`src/rbs_pkg.sv`:
```
// ----------------------------------------------------------------------------
// rbs_pkg: shared definitions for the ring buffer with search unit
// Sizes, request codes, back-end states and the command and result bundles.
// ----------------------------------------------------------------------------
package rbs_pkg;

  // buffer geometry
  localparam int unsigned DEPTH       = 16;
  localparam int unsigned MAX_RESULTS = 16;
  localparam int unsigned LIM         = (DEPTH < MAX_RESULTS) ? DEPTH : MAX_RESULTS;
  localparam int unsigned ADDR_W      = (DEPTH > 1) ? $clog2(DEPTH) : 1;
  localparam int unsigned CNT_W       = $clog2(DEPTH + 1);

  // command queue between front and back
  localparam int unsigned QDEPTH  = 2;
  localparam int unsigned QPTR_W  = (QDEPTH > 1) ? $clog2(QDEPTH) : 1;
  localparam int unsigned QCNT_W  = $clog2(QDEPTH + 1);

  // field widths
  localparam int unsigned REQ_W   = 3;
  localparam int unsigned DATA_W  = 8;
  localparam int unsigned SLOT_W  = 4;
  localparam int unsigned WANT_W  = 8;
  localparam int unsigned WHERE_W = 4;
  localparam int unsigned TOTAL_W = 5;

  // stream word widths
  localparam int unsigned IN_TDATA_W  = 24;
  localparam int unsigned OUT_FIELD_W = DATA_W + WHERE_W + TOTAL_W + 1;
  localparam int unsigned OUT_TDATA_W = 24;
  localparam int unsigned OUT_PAD_W   = OUT_TDATA_W - OUT_FIELD_W;

  // request codes
  typedef enum logic [REQ_W-1:0] {
    REQ_PUSH       = 3'd0,
    REQ_READ       = 3'd1,
    REQ_FIND_FIRST = 3'd2,
    REQ_FIND_ALL   = 3'd3,
    REQ_LAST_N     = 3'd4
  } req_e;

  // back-end sequencer states
  typedef enum logic [1:0] {
    ST_IDLE,
    ST_FIND,
    ST_FETCH
  } state_e;

  // decoded command, want already saturated
  typedef struct packed {
    req_e               op;
    logic [DATA_W-1:0]  value;
    logic [SLOT_W-1:0]  slot;
    logic [CNT_W-1:0]   want;
  } cmd_t;

  // one result
  typedef struct packed {
    logic [DATA_W-1:0]  data;
    logic [WHERE_W-1:0] where;
    logic               valid_res;
    logic               last;
    logic [TOTAL_W-1:0] total;
    logic               wrapped;
  } res_t;

endpackage

```
`src/rbs_front.sv`:
```
// ----------------------------------------------------------------------------
// rbs_front: request decoder
// Unpacks incoming requests, drops unknown request types and saturates the
// fetch count before handing a command to the queue.
// ----------------------------------------------------------------------------
module rbs_front import rbs_pkg::*; (
  input  logic                  clk_i,
  input  logic                  rst_ni,
  input  logic                  s_valid_i,
  output logic                  s_ready_o,
  input  logic [IN_TDATA_W-1:0] s_data_i,
  input  logic [REQ_W-1:0]      s_kind_i,
  output logic                  q_valid_o,
  input  logic                  q_ready_i,
  output cmd_t                  q_cmd_o
);

  logic [DATA_W-1:0] value;
  logic [SLOT_W-1:0] slot;
  logic [WANT_W-1:0] want;
  logic              known;
  logic [31:0]       drop_cnt_q;
  logic [31:0]       drop_cnt_d;

  // field unpacking
  assign value = s_data_i[DATA_W-1:0];
  assign slot  = s_data_i[DATA_W+SLOT_W-1:DATA_W];
  assign want  = s_data_i[DATA_W+SLOT_W+WANT_W-1:DATA_W+SLOT_W];

  // classify the request type
  always_comb begin
    case (s_kind_i)
      REQ_PUSH, REQ_READ, REQ_FIND_FIRST, REQ_FIND_ALL, REQ_LAST_N: known = 1'b1;
      default: known = 1'b0;
    endcase
  end

  // build the command
  always_comb begin
    q_cmd_o.op    = req_e'(s_kind_i);
    q_cmd_o.value = value;
    q_cmd_o.slot  = slot;
    if (32'(want) > 32'(LIM)) begin
      q_cmd_o.want = CNT_W'(LIM);
    end else begin
      q_cmd_o.want = CNT_W'(want);
    end
  end

  // unknown requests are taken and dropped
  assign s_ready_o = q_ready_i;
  assign q_valid_o = s_valid_i && known;

  // count of dropped requests, kept for debug visibility
  always_comb begin
    drop_cnt_d = drop_cnt_q;
    if (s_valid_i && s_ready_o && !known) begin
      drop_cnt_d = drop_cnt_q + 32'd1;
    end
  end

  always_ff @(posedge clk_i or negedge rst_ni) begin
    if (!rst_ni) begin
      drop_cnt_q <= '0;
    end else begin
      drop_cnt_q <= drop_cnt_d;
    end
  end

endmodule

```
`src/rbs_fifo.sv`:
```
// ----------------------------------------------------------------------------
// rbs_fifo: command queue
// Short queue that decouples the request decoder from the sequencer.
// ----------------------------------------------------------------------------
module rbs_fifo import rbs_pkg::*; (
  input  logic clk_i,
  input  logic rst_ni,
  input  logic push_valid_i,
  output logic push_ready_o,
  input  cmd_t push_cmd_i,
  output logic pop_valid_o,
  input  logic pop_ready_i,
  output cmd_t pop_cmd_o
);

  cmd_t              mem_q [QDEPTH];
  logic [QPTR_W-1:0] wr_ptr_q, wr_ptr_d;
  logic [QPTR_W-1:0] rd_ptr_q, rd_ptr_d;
  logic [QCNT_W-1:0] cnt_q, cnt_d;
  logic              push;
  logic              pop;

  assign push_ready_o = (cnt_q != QCNT_W'(QDEPTH));
  assign pop_valid_o  = (cnt_q != '0);
  assign push         = push_valid_i && push_ready_o;
  assign pop          = pop_valid_o && pop_ready_i;
  assign pop_cmd_o    = mem_q[rd_ptr_q];

  // pointer and fill count update
  always_comb begin
    wr_ptr_d = wr_ptr_q;
    rd_ptr_d = rd_ptr_q;
    cnt_d    = cnt_q;
    if (push) begin
      wr_ptr_d = (32'(wr_ptr_q) == QDEPTH - 1) ? '0 : wr_ptr_q + QPTR_W'(1);
    end
    if (pop) begin
      rd_ptr_d = (32'(rd_ptr_q) == QDEPTH - 1) ? '0 : rd_ptr_q + QPTR_W'(1);
    end
    case ({push, pop})
      2'b10:   cnt_d = cnt_q + QCNT_W'(1);
      2'b01:   cnt_d = cnt_q - QCNT_W'(1);
      default: cnt_d = cnt_q;
    endcase
  end

  always_ff @(posedge clk_i or negedge rst_ni) begin
    if (!rst_ni) begin
      wr_ptr_q <= '0;
      rd_ptr_q <= '0;
      cnt_q    <= '0;
    end else begin
      wr_ptr_q <= wr_ptr_d;
      rd_ptr_q <= rd_ptr_d;
      cnt_q    <= cnt_d;
    end
  end

  // queue storage
  always_ff @(posedge clk_i) begin
    if (push) begin
      mem_q[wr_ptr_q] <= push_cmd_i;
    end
  end

endmodule

```
`src/rbs_back.sv`:
```
// ----------------------------------------------------------------------------
// rbs_back: buffer and sequencer
// Holds the byte store, write pointer and wrapped flag, and executes one
// command at a time, issuing one result per cycle into an output register while the sink accepts results.
// ----------------------------------------------------------------------------
module rbs_back import rbs_pkg::*; (
  input  logic clk_i,
  input  logic rst_ni,
  input  logic q_valid_i,
  output logic q_ready_o,
  input  cmd_t q_cmd_i,
  output logic m_valid_o,
  input  logic m_ready_i,
  output res_t m_res_o
);

  state_e            state_q, state_d;
  logic [DATA_W-1:0] store_q [DEPTH];
  logic [ADDR_W-1:0] wptr_q, wptr_d;
  logic              rolled_q, rolled_d;
  logic [DEPTH-1:0]  mask_q, mask_d;
  logic              first_q, first_d;
  logic [DATA_W-1:0] val_q, val_d;
  logic [CNT_W-1:0]  found_q, found_d;
  logic [ADDR_W-1:0] idx_q, idx_d;
  logic [CNT_W-1:0]  rem_q, rem_d;
  logic [CNT_W-1:0]  n_q, n_d;
  logic              out_valid_q, out_valid_d;
  res_t              out_q, out_d;

  logic              out_free;
  logic              res_we;
  res_t              res;
  logic              st_we;
  logic [ADDR_W-1:0] st_addr;
  logic [DATA_W-1:0] st_data;
  logic [DEPTH-1:0]  match_vec;
  logic [DEPTH-1:0]  lo_oh;
  logic [DEPTH-1:0]  rest;
  logic [ADDR_W-1:0] lo_idx;
  logic [CNT_W-1:0]  held;
  logic [CNT_W-1:0]  n_eff;
  logic [ADDR_W:0]   start_sum;
  logic [ADDR_W-1:0] start_idx;
  logic [ADDR_W-1:0] wptr_inc;
  logic [ADDR_W-1:0] idx_inc;
  logic [CNT_W-1:0]  found_inc;
  logic              find_last;

  assign out_free  = !out_valid_q || m_ready_i;
  assign m_valid_o = out_valid_q;
  assign m_res_o   = out_q;

  // parallel compare of every slot against the search byte
  always_comb begin
    for (int i = 0; i < DEPTH; i++) begin
      match_vec[i] = (store_q[i] == q_cmd_i.value);
    end
  end

  // lowest pending match
  assign lo_oh = mask_q & (~mask_q + DEPTH'(1));
  assign rest  = mask_q & ~lo_oh;
  always_comb begin
    lo_idx = '0;
    for (int i = DEPTH - 1; i >= 0; i--) begin
      if (mask_q[i]) begin
        lo_idx = ADDR_W'(i);
      end
    end
  end

  // fetch count and oldest slot of the fetch window
  assign held  = rolled_q ? CNT_W'(DEPTH) : CNT_W'(wptr_q);
  assign n_eff = (q_cmd_i.want < held) ? q_cmd_i.want : held;
  always_comb begin
    start_sum = (ADDR_W+1)'(wptr_q) + (ADDR_W+1)'(DEPTH) - (ADDR_W+1)'(n_eff);
    if (32'(start_sum) >= DEPTH) begin
      start_idx = ADDR_W'(start_sum - (ADDR_W+1)'(DEPTH));
    end else begin
      start_idx = ADDR_W'(start_sum);
    end
  end

  // pointer increments with wrap
  assign wptr_inc  = (32'(wptr_q) == DEPTH - 1) ? '0 : wptr_q + ADDR_W'(1);
  assign idx_inc   = (32'(idx_q) == DEPTH - 1) ? '0 : idx_q + ADDR_W'(1);
  assign found_inc = found_q + CNT_W'(1);
  assign find_last = first_q || (rest == '0) || (32'(found_inc) == MAX_RESULTS);

  // sequencer: next state and result selection
  always_comb begin
    state_d     = state_q;
    wptr_d      = wptr_q;
    rolled_d    = rolled_q;
    mask_d      = mask_q;
    first_d     = first_q;
    val_d       = val_q;
    found_d     = found_q;
    idx_d       = idx_q;
    rem_d       = rem_q;
    n_d         = n_q;
    q_ready_o   = 1'b0;
    res_we      = 1'b0;
    res         = '0;
    res.last    = 1'b1;
    res.wrapped = rolled_q;
    st_we       = 1'b0;
    st_addr     = wptr_q;
    st_data     = q_cmd_i.value;

    case (state_q)
      ST_IDLE: begin
        if (q_valid_i && out_free) begin
          q_ready_o = 1'b1;
          case (q_cmd_i.op)
            REQ_PUSH: begin
              st_we         = 1'b1;
              wptr_d        = wptr_inc;
              if (wptr_inc == '0) begin
                rolled_d = 1'b1;
              end
              res_we        = 1'b1;
              res.data      = q_cmd_i.value;
              res.where     = WHERE_W'(wptr_q);
              res.valid_res = 1'b1;
              res.wrapped   = rolled_d;
            end
            REQ_READ: begin
              res_we = 1'b1;
              if (32'(q_cmd_i.slot) < DEPTH) begin
                res.data      = store_q[ADDR_W'(q_cmd_i.slot)];
                res.where     = WHERE_W'(q_cmd_i.slot);
                res.valid_res = 1'b1;
              end
            end
            REQ_FIND_FIRST, REQ_FIND_ALL: begin
              mask_d  = match_vec;
              first_d = (q_cmd_i.op == REQ_FIND_FIRST);
              val_d   = q_cmd_i.value;
              found_d = '0;
              state_d = ST_FIND;
            end
            REQ_LAST_N: begin
              if (n_eff == '0) begin
                res_we = 1'b1;
              end else begin
                idx_d   = start_idx;
                rem_d   = n_eff;
                n_d     = n_eff;
                state_d = ST_FETCH;
              end
            end
            default: begin
            end
          endcase
        end
      end

      ST_FIND: begin
        if (out_free) begin
          res_we = 1'b1;
          if (mask_q == '0) begin
            state_d = ST_IDLE;
          end else begin
            res.data      = val_q;
            res.where     = WHERE_W'(lo_idx);
            res.valid_res = 1'b1;
            res.last      = find_last;
            res.total     = find_last ? TOTAL_W'(found_inc) : '0;
            found_d       = found_inc;
            mask_d        = rest;
            if (find_last) begin
              state_d = ST_IDLE;
            end
          end
        end
      end

      ST_FETCH: begin
        if (out_free) begin
          res_we        = 1'b1;
          res.data      = store_q[idx_q];
          res.where     = WHERE_W'(idx_q);
          res.valid_res = 1'b1;
          res.last      = (rem_q == CNT_W'(1));
          res.total     = res.last ? TOTAL_W'(n_q) : '0;
          idx_d         = idx_inc;
          rem_d         = rem_q - CNT_W'(1);
          if (res.last) begin
            state_d = ST_IDLE;
          end
        end
      end

      default: begin
        state_d = ST_IDLE;
      end
    endcase
  end

  // output register
  always_comb begin
    out_valid_d = out_valid_q;
    out_d       = out_q;
    if (res_we) begin
      out_valid_d = 1'b1;
      out_d       = res;
    end else if (m_ready_i) begin
      out_valid_d = 1'b0;
    end
  end

  // control registers
  always_ff @(posedge clk_i or negedge rst_ni) begin
    if (!rst_ni) begin
      state_q     <= ST_IDLE;
      wptr_q      <= '0;
      rolled_q    <= 1'b0;
      out_valid_q <= 1'b0;
    end else begin
      state_q     <= state_d;
      wptr_q      <= wptr_d;
      rolled_q    <= rolled_d;
      out_valid_q <= out_valid_d;
    end
  end

  // working registers of the current command
  always_ff @(posedge clk_i) begin
    mask_q  <= mask_d;
    first_q <= first_d;
    val_q   <= val_d;
    found_q <= found_d;
    idx_q   <= idx_d;
    rem_q   <= rem_d;
    n_q     <= n_d;
    out_q   <= out_d;
  end

  // byte store, cleared at reset
  always_ff @(posedge clk_i or negedge rst_ni) begin
    if (!rst_ni) begin
      for (int i = 0; i < DEPTH; i++) begin
        store_q[i] <= '0;
      end
    end else if (st_we) begin
      store_q[st_addr] <= st_data;
    end
  end

`ifndef SYNTHESIS
  // no command is taken while a multi-result command is still running
  a_no_pop_busy: assert property (@(posedge clk_i) disable iff (!rst_ni)
    (state_q != ST_IDLE) |-> !q_ready_o)
    else $error("command taken while sequencer busy");

  // an empty result is always final and carries no entry
  a_empty_res: assert property (@(posedge clk_i) disable iff (!rst_ni)
    (res_we && !res.valid_res) |-> (res.last && res.data == '0 && res.where == '0))
    else $error("malformed empty result");

  // the wrapped flag never clears once set
  a_rolled_sticky: assert property (@(posedge clk_i) disable iff (!rst_ni)
    rolled_q |=> rolled_q)
    else $error("wrapped flag cleared");

  // the write pointer only moves on a push
  a_wptr_push: assert property (@(posedge clk_i) disable iff (!rst_ni)
    !st_we |=> (wptr_q == $past(wptr_q)))
    else $error("write pointer moved without a push");

  // a fetch in progress always has entries left
  a_fetch_rem: assert property (@(posedge clk_i) disable iff (!rst_ni)
    (state_q == ST_FETCH) |-> (rem_q != '0))
    else $error("fetch running with nothing left");
`endif

endmodule

```
`src/ring_buffer_with_search_unit.sv`:
```
// ----------------------------------------------------------------------------
// ring_buffer_with_search_unit: overwriting byte ring buffer with search
// Stream front end, command queue and sequencer around a 16-byte store.
// ----------------------------------------------------------------------------
// A 16-entry overwriting byte buffer with a sticky wrapped flag. Requests
// (tuser = type) push a byte, read a slot, find the first or all slots that
// hold a byte, or fetch the newest N bytes oldest first. The store resets to
// zero directly, so requests are taken right after reset. Timing: a taken
// request is registered in the command queue before the sequencer can take
// it, and each result is registered in the output stage. Push, read and an
// empty last-N answer give their result from ST_IDLE. Find first and find
// all go on to ST_FIND and give one result per match (find first only one;
// a miss gives one empty result); last-N goes on to ST_FETCH and gives one
// result per fetched byte. The back-end sequencer issues at most one result
// per cycle; a two-entry command queue lets new requests be taken while it
// works, and a registered output stage holds a result while the sink stalls.
module ring_buffer_with_search_unit import rbs_pkg::*; (
  input  logic                   clk_i,
  input  logic                   rst_ni,
  input  logic                   s_axis_tvalid,
  output logic                   s_axis_tready,
  // value[7:0], slot[11:8], want_count[19:12], zero pad[23:20]
  input  logic [IN_TDATA_W-1:0]  s_axis_tdata,
  // req_type[2:0]
  input  logic [REQ_W-1:0]       s_axis_tuser,
  output logic                   m_axis_tvalid,
  input  logic                   m_axis_tready,
  // data[7:0], where[11:8], total[16:12], wrapped[17], zero pad[23:18]
  output logic [OUT_TDATA_W-1:0] m_axis_tdata,
  // valid_res
  output logic                   m_axis_tuser,
  output logic                   m_axis_tlast
);

  logic fq_valid;
  logic fq_ready;
  cmd_t fq_cmd;
  logic qb_valid;
  logic qb_ready;
  cmd_t qb_cmd;
  res_t res;

  // request decoder
  rbs_front u_front (
    .clk_i     (clk_i),
    .rst_ni    (rst_ni),
    .s_valid_i (s_axis_tvalid),
    .s_ready_o (s_axis_tready),
    .s_data_i  (s_axis_tdata),
    .s_kind_i  (s_axis_tuser),
    .q_valid_o (fq_valid),
    .q_ready_i (fq_ready),
    .q_cmd_o   (fq_cmd)
  );

  // command queue
  rbs_fifo u_fifo (
    .clk_i        (clk_i),
    .rst_ni       (rst_ni),
    .push_valid_i (fq_valid),
    .push_ready_o (fq_ready),
    .push_cmd_i   (fq_cmd),
    .pop_valid_o  (qb_valid),
    .pop_ready_i  (qb_ready),
    .pop_cmd_o    (qb_cmd)
  );

  // buffer and sequencer
  rbs_back u_back (
    .clk_i     (clk_i),
    .rst_ni    (rst_ni),
    .q_valid_i (qb_valid),
    .q_ready_o (qb_ready),
    .q_cmd_i   (qb_cmd),
    .m_valid_o (m_axis_tvalid),
    .m_ready_i (m_axis_tready),
    .m_res_o   (res)
  );

  // result packing
  assign m_axis_tdata = {{OUT_PAD_W{1'b0}}, res.wrapped, res.total, res.where, res.data};
  assign m_axis_tuser = res.valid_res;
  assign m_axis_tlast = res.last;

endmodule
```
`config.mk`:
```
export PLATFORM = sky130hd
export DESIGN_NAME = ring_buffer_with_search_unit
export DESIGN_NICKNAME = d
export VERILOG_FILES = /design/src/rbs_pkg.sv /design/src/rbs_front.sv /design/src/rbs_fifo.sv /design/src/rbs_back.sv /design/src/ring_buffer_with_search_unit.sv
export SDC_FILE = /design/constraint.sdc
export NUM_CORES = 1
export LEC_CHECK = 0
export BUFFER_PORTS_ARGS = -buffer_cell sky130_fd_sc_hd__buf_2
export CORE_AREA = 2 2 160 162
export DETAILED_ROUTE_END_ITERATION = 12
export DIE_AREA = 0 0 162 164
export GPL_TIMING_DRIVEN = 0
export PLACE_DENSITY_LB_ADDON = 0.25
export SLEW_MARGIN = 5
export SYNTH_ARGS = -nofsm -noshare
export SYNTH_HDL_FRONTEND = slang
export SYNTH_SLANG_ARGS = --single-unit
```
`constraint.sdc`:
```
create_clock -name clk_i -period 4.4 [get_ports clk_i]
set_input_delay 0.66 -clock clk_i [delete_from_list [all_inputs] [get_ports clk_i]]
set_output_delay 0.66 -clock clk_i [all_outputs]
set_load 0.02 [all_outputs]
```
==> results of run 1 <==
area by class of cell:
type,count,area [µm²],area share
Clock buffer,32,723,0.0471
Tap cell,330,413,0.0269
Multi-Input combinational cell,858,6590,0.429
Buffer,91,375,0.0245
Clock inverter,16,160,0.0104
Timing Repair Buffer,52,319,0.0208
Inverter,38,143,0.00929
Sequential cell,244,6630,0.432
layer usage:
layer,vias up,track usage,routed length (µm)
met5,-,0,0
met4,0,0.110,1580
met2,722,0.510,19100
met3,127,0.0750,5060
met1,5249,0.451,16400
li1,4644,-,-
power by group through the flow:
stage / combinational (W) / clock [W] / sequential (W)
floorplan: 0.00319 / 0 / 0.00381
global placement: 0.00457 / 0 / 0.00388
detailed placement: 0.00469 / 0 / 0.00391
CTS: 0.00471 / 0.00228 / 0.00389
finish: 0.00482 / 0.00227 / 0.00392
global route: 0.00515 / 0.00236 / 0.00398
cells by family (layout without fill, tap and decap cells):
family,count (synthesis),after routing,share of synthesized area
muxes,102,102,0.143
xor gates and xnor gates,144,144,0.0921
buffers and inverters,131,229,0.0379
other,1,6,0.000274
adders and majority gates,25,25,0.0229
AOI/OAI and AO/OA,264,264,0.114
DFF,244,244,0.484
and+or+nand+nor,317,317,0.106
metrics by stage:
step | setup slack [ns] | instance area (µm²)
floorplan | 0.281 | 13700
global placement | -0.463 | 14400
detailed placement | -0.569 | 14500
CTS | 0.111 | 15300
global route | 0.0228 | 15400
finish | 0.251 | 15400
how the worst max path moves through the flow:
stage,depth (start not counted),start,end
detailed placement,13,u_fifo.rd_ptr_q,u_back.m_res_o[16]
finish,15,u_fifo.rd_ptr_q,u_back.idx_q[3]
CTS,15,u_fifo.rd_ptr_q,u_back.idx_q[3]
global placement,13,u_fifo.rd_ptr_q,u_back.m_res_o[15]
floorplan,17,u_fifo.rd_ptr_q,u_back.idx_q[3]
global route,15,u_fifo.rd_ptr_q,u_back.idx_q[3]
what timing repair did:
action	in CTS	in global routing
gates resized for setup	2	2
pin swaps	0	0
hold endpoints to repair	0	0
gates cloned	0	0
hold buffers	0	0
endpoints found under the setup margin	32	16
synthesized netlist by cell type (3+ instances only):
library cell	n
a211oi_1	13
dfrtp_1	140
a222oi_1	9
mux2i_1	23
xnor2_1	136
nor4_1	11
a21oi_1	59
o41ai_1	4
o31ai_1	12
inv_2	5
or3_1	5
nand2b_1	3
o21ai_0	129
a31oi_1	3
nor3_1	11
and3_1	4
buf_2	4
buf_4	6
edfxtp_1	104
and2_1	7
nor2_1	70
buf_1	12
o22ai_1	6
xor2_1	8
ha_1	21
mux2_2	5
nor2b_1	7
o211ai_1	5
inv_1	31
nand4_1	25
or4_1	4
mux4_2	74
nand3_1	32
clkbuf_1	71
nand2_1	130
state kept, by name (all words and copies together), names as in the netlist:
name,flops
u_back.first_q,1
u_back.rem_q,5
u_back.n_q,5
u_fifo.wr_ptr_q,1
u_fifo.rd_ptr_q,1
u_back.idx_q,4
u_fifo.cnt_q,2
u_back.val_q,8
u_fifo.mem_q,40
u_back.state_q,2
u_back.found_q,5
u_back.mask_q,16
u_back.m_valid_o,1
u_back.rolled_q,1
u_back.m_res_o,20
u_back.st_addr,4
u_back.store_q,128
worst max-delay path, stage by stage, from the launching register on:
cell,delay (ns)
dfrtp_2,0.51
buf_6,0.27
mux2_2,0.39
ha_1,0.32
a21o_1,0.16
a21oi_1,0.23
o21a_1,0.16
clkbuf_1,0.30
nor2_1,0.09
a21oi_1,0.33
ha_1,0.31
a21o_1,0.16
a21oi_1,0.19
xor2_1,0.20
xnor2_1,0.16
o21ai_0,0.10
==> flow_summary.toml, run 1 <==
[yosys]
async_flop_share = 0.574
synth_edf_count = 104
synthFlopType = "dfrtp_1"
yosys-top-cells-area = "dfrtp_1 (26%), edfxtp_1 (23%), mux4_2 (12%)"
synth.largest_area_cell = "dfrtp_1"
ys_types = 65
ys_warn_count = 0
seq_area_frac_synth = 0.484
postSynthAreaPerCell_um2 = 11.1
synth_area_mm2 = 0.0137
syn_inst = 1228
yosysTopAreaCellShare = 0.256
ys_ff_latch = 244

[global_routing]
grt_pass1_wl_um = 64100
grt_pass1_vias = 10300
antenna_found_initial = 0
grt_overflow_total = 0
gr-usage-all-layers = 0.325
grt_max_degree = 72

[finish]
n_antenna_cell = 0
fin_nets = 1364
final_common_cell = "dfrtp_1"
drive_above_1_share = 0.151
final_core_util = 0.619
final_cell_mix = "dfrtp_1 (139), xnor2_1 (136), nand2_1 (130)"
fillers = 2007
area_growth_pct = 12.1
fin_cells = 1661

[setup_path]
worstPathArrival_ns = 4.43
reg2regPathDepth = 15
cp.required_ns = 4.68
r2r_start = "u_fifo.rd_ptr_q"
regToRegSetupSlack_ns = 0.25
cp-end-kind = "flip-flop"
startpoint_type = "flip-flop"
r2r_end = "u_back.idx_q[3]"
crit_type = "flip-flop to flip-flop"
path_max_fanout = 19

[floorplanning]
start_util = 0.552
fp.dieArea_mm2 = 0.0266
core-area_mm2 = 0.0248
die_y_um = 164
std_cell_rows = 58
die_w_um = 162
ios = 59

[cts]
clkSlewWorstSetupHoldPaths_ns = 0.06
cts_tree = "done"
cts_sinks = 244
post_cts_buffers = 0
clk-insertion-delay-late_ns = 0.56
cts_buffers = 26
htree_levels = 1
cts_root_buf = "clkbuf_16"
cts_buffer_depth = 3

[power]
p_leak_nw = 5.74
switching_power_w = 0.00459
p_int_w = 0.00642
pwr-share-clk = 0.206
swShare = 0.417
power_w = 0.0110
p_seq_frac = 0.356
p_per_area_mw_per_mm2 = 717
p_comb_frac = 0.438
vdd_drop_max_mv = 0.375

[timing]
tightest_slew_ns = 1.10
fin_crit_sh = 0.943
hold_slack_ns = 0.129
hold_violations = 0
rsz0062_at_grt = "false"
fin_skew_ns = 0.0161
tns_ns = 0
relSlewSlack = 0.247
min_period_ns = 4.15
slew_viol_final = 0
fmax_mhz = 241
setup_viol = 0

[status]
run_status = "finished, final reports clean"

[route]
vias = 10700
routed_wl_um = 42200
viasPerCell = 6.47
wl_per_cell_um = 25.4
drc = 0
first_pass_iters = 6
dr.first_iter.drc_count = 1578
ant_nets = 0

[hold_path]
hp-class = "input pin to async pin"

[place]
port_buffers = 48
place_inst = 1615
dp_hpwl_um = 31200
gp_congestion = 1.04

[job]
max-cap-violations = 0
No activity file was read; power rests on OpenSTA's default activity.
==> inputs of run 2 (changes only) <==
--- a/config.mk
+++ b/config.mk
@@ -11,6 +11,7 @@
 export DIE_AREA = 0 0 162 164
 export GPL_TIMING_DRIVEN = 0
 export PLACE_DENSITY_LB_ADDON = 0.25
+export REMOVE_ABC_BUFFERS = 1
 export SLEW_MARGIN = 5
 export SYNTH_ARGS = -nofsm -noshare
 export SYNTH_HDL_FRONTEND = slang
==> flow_summary.toml, run 2 (synthesis gave the netlist of run 1 again) <==
[timing]
rsz0062_at_grt = "false"
slew_viol_final = 0
min_period_ns = 4.11
relSlewSlack = 0.156
fin_crit_sh = 0.935
fmax_mhz = 243
fin_skew_ns = 0.0161
hold_violations = 0
tightest_slew_ns = 1.26
setup_viol = 0

[cts]
htree_levels = 1
cts_root_buf = "clkbuf_16"
clk-insertion-delay-late_ns = 0.55
cts_hold_buffers = 0
post_cts_buffers = 0
cts_buffer_depth = 3
cts_tree = "done"
cts_sinks = 244
clkSlewWorstSetupHoldPaths_ns = 0.06
cts_buffers = 26

[power]
power_w = 0.0108
vdd_drop_max_mv = 0.420
p_leak_nw = 5.71
p_per_area_mw_per_mm2 = 702

[global_routing]
antenna_found_initial = 1
grt_pass1_vias = 9553
grt_pass1_wl_um = 57100
gr-usage-all-layers = 0.283
grt_overflow_total = 0
grt_max_degree = 95

[setup_path]
critPathLaunch = "u_fifo.rd_ptr_q"
worstPathArrival_ns = 4.37
crit_end = "u_back.mask_q[9]"
startpoint_type = "flip-flop"
regToRegSetupSlack_ns = 0.29
cp.required_ns = 4.65
reg2regPathDepth = 5
path_max_fanout = 27
cp.depth = 5
r2r_end = "u_back.mask_q[9]"
cp_cell_sequence = "mux2i_4 -> clkinvlp_4 -> xnor2_1 -> nand3_1 -> o41ai_1"
crit_type = "flip-flop to flip-flop"
cp-end-kind = "flip-flop"
critPathTopFamily = "flip-flops"
crit_buf_inv = 1
crit_slowest_cell = "dfrtp_2"
slowest_delay_ns = 0.95
r2r_start = "u_fifo.rd_ptr_q"

[route]
ant_nets = 0
drc = 0
wl_per_cell_um = 23.3
first_pass_iters = 6
dr.first_iter.drc_count = 1180
vias = 10100
viasPerCell = 6.40
routed_wl_um = 36900

[floorplanning]
fp.dieArea_mm2 = 0.0266
ios = 59
die_y_um = 164
std_cell_rows = 58
core-area_mm2 = 0.0248
die_w_um = 162
start_util = 0.552

[finish]
final_cell_mix = "dfrtp_1 (139), xnor2_1 (136), nand2_1 (130)"
n_antenna_cell = 0
area_growth_pct = 12.1
largest_reg_flops = 128
drive_above_1_share = 0.174
final_core_util = 0.618
regMostFlops = "u_back.store_q"
fin_nets = 1289
final_common_cell = "dfrtp_1"

[place]
dp_hpwl_um = 26100
gp_congestion = 0.958
port_buffers = 48

[status]
run_status = "finished, final reports clean"

[job]
max-cap-violations = 0

[hold_path]
hp-class = "input pin to async pin"
run 2: cell types whose count changed in the layout (fill, tap and decap cells not counted), sizes merged:
cell / previous run / this run
clkbuf: 101 / 36
buf: 74 / 68
clkinv: 14 / 9
clkinvlp: 0 / 2
bufinv: 3 / 2
inv: 37 / 36
run 2: final cells by class:
type | count | area, µm²
multi-input cells | 858 | 6690
clock inverters | 11 | 118
well taps | 330 | 413
repair buffers | 68 | 633
clock buffers | 36 | 718
fillers | 2006 | 9470
inverters | 38 | 146
flip-flops and latches | 244 | 6630
run 2: where the power goes:
| group | total (W) | internal [W] | leakage [nW] | switching [W] |
|---|---|---|---|---|
| registers | 0.00400 | 0.00322 | 2.87 | 0.000787 |
| logic | 0.00460 | 0.00197 | 2.43 | 0.00263 |
| clock network | 0.00217 | 0.00126 | 0.411 | 0.000913 |
| total | 0.0108 | 0.00644 | 5.71 | 0.00433 |
run 2: stage by stage:
stage	TNS [ns]	setup slack (ns)	std cells	hold slack, ns	area [µm²]
floorplan	-6.61	-0.869	1140	0.364	13300
global placement	-94.92	-2.67	1518	0.481	14000
detailed placement	0	0.272	1538	0.491	14500
CTS	0	0.230	1585	0.0747	15300
global route	0	0.0174	1585	0.102	15300
finish	0	0.285	1585	0.0574	15300
run 2: worst min-delay path by stage:
stage / slack, ns / depth (start not counted) / start / endpoint
6_report: 0.06 / 1 / rst_ni / u_back.store_q[13]
5_1_grt: 0.10 / 1 / rst_ni / u_back.store_q[5]
4_1_cts: 0.07 / 1 / rst_ni / u_back.store_q[5]
3_5_place_dp: 0.49 / 1 / u_fifo.cnt_q[1] / u_fifo.cnt_q[1]
3_3_place_gp: 0.48 / 1 / u_fifo.cnt_q[1] / u_fifo.cnt_q[1]
2_1_floorplan: 0.36 / 0 / rst_ni / u_back.m_valid_o
run 2: metal layers:
metal  part of all wire  routed length (µm)  up-vias  GRT usage
met5                  0                   0        -          0
met4              0.034                1270        0     0.0933
met3               0.10                3680      100     0.0672
met2               0.46               16800      526      0.434
met1               0.41               15100     5002      0.402
li1                   -                   -     4511          -
run 2: timing repair:
item / CTS / global route
resized for setup: 0 / 1
hold endpoints to repair: 0 / 0
setup endpoints to repair: 0 / 2
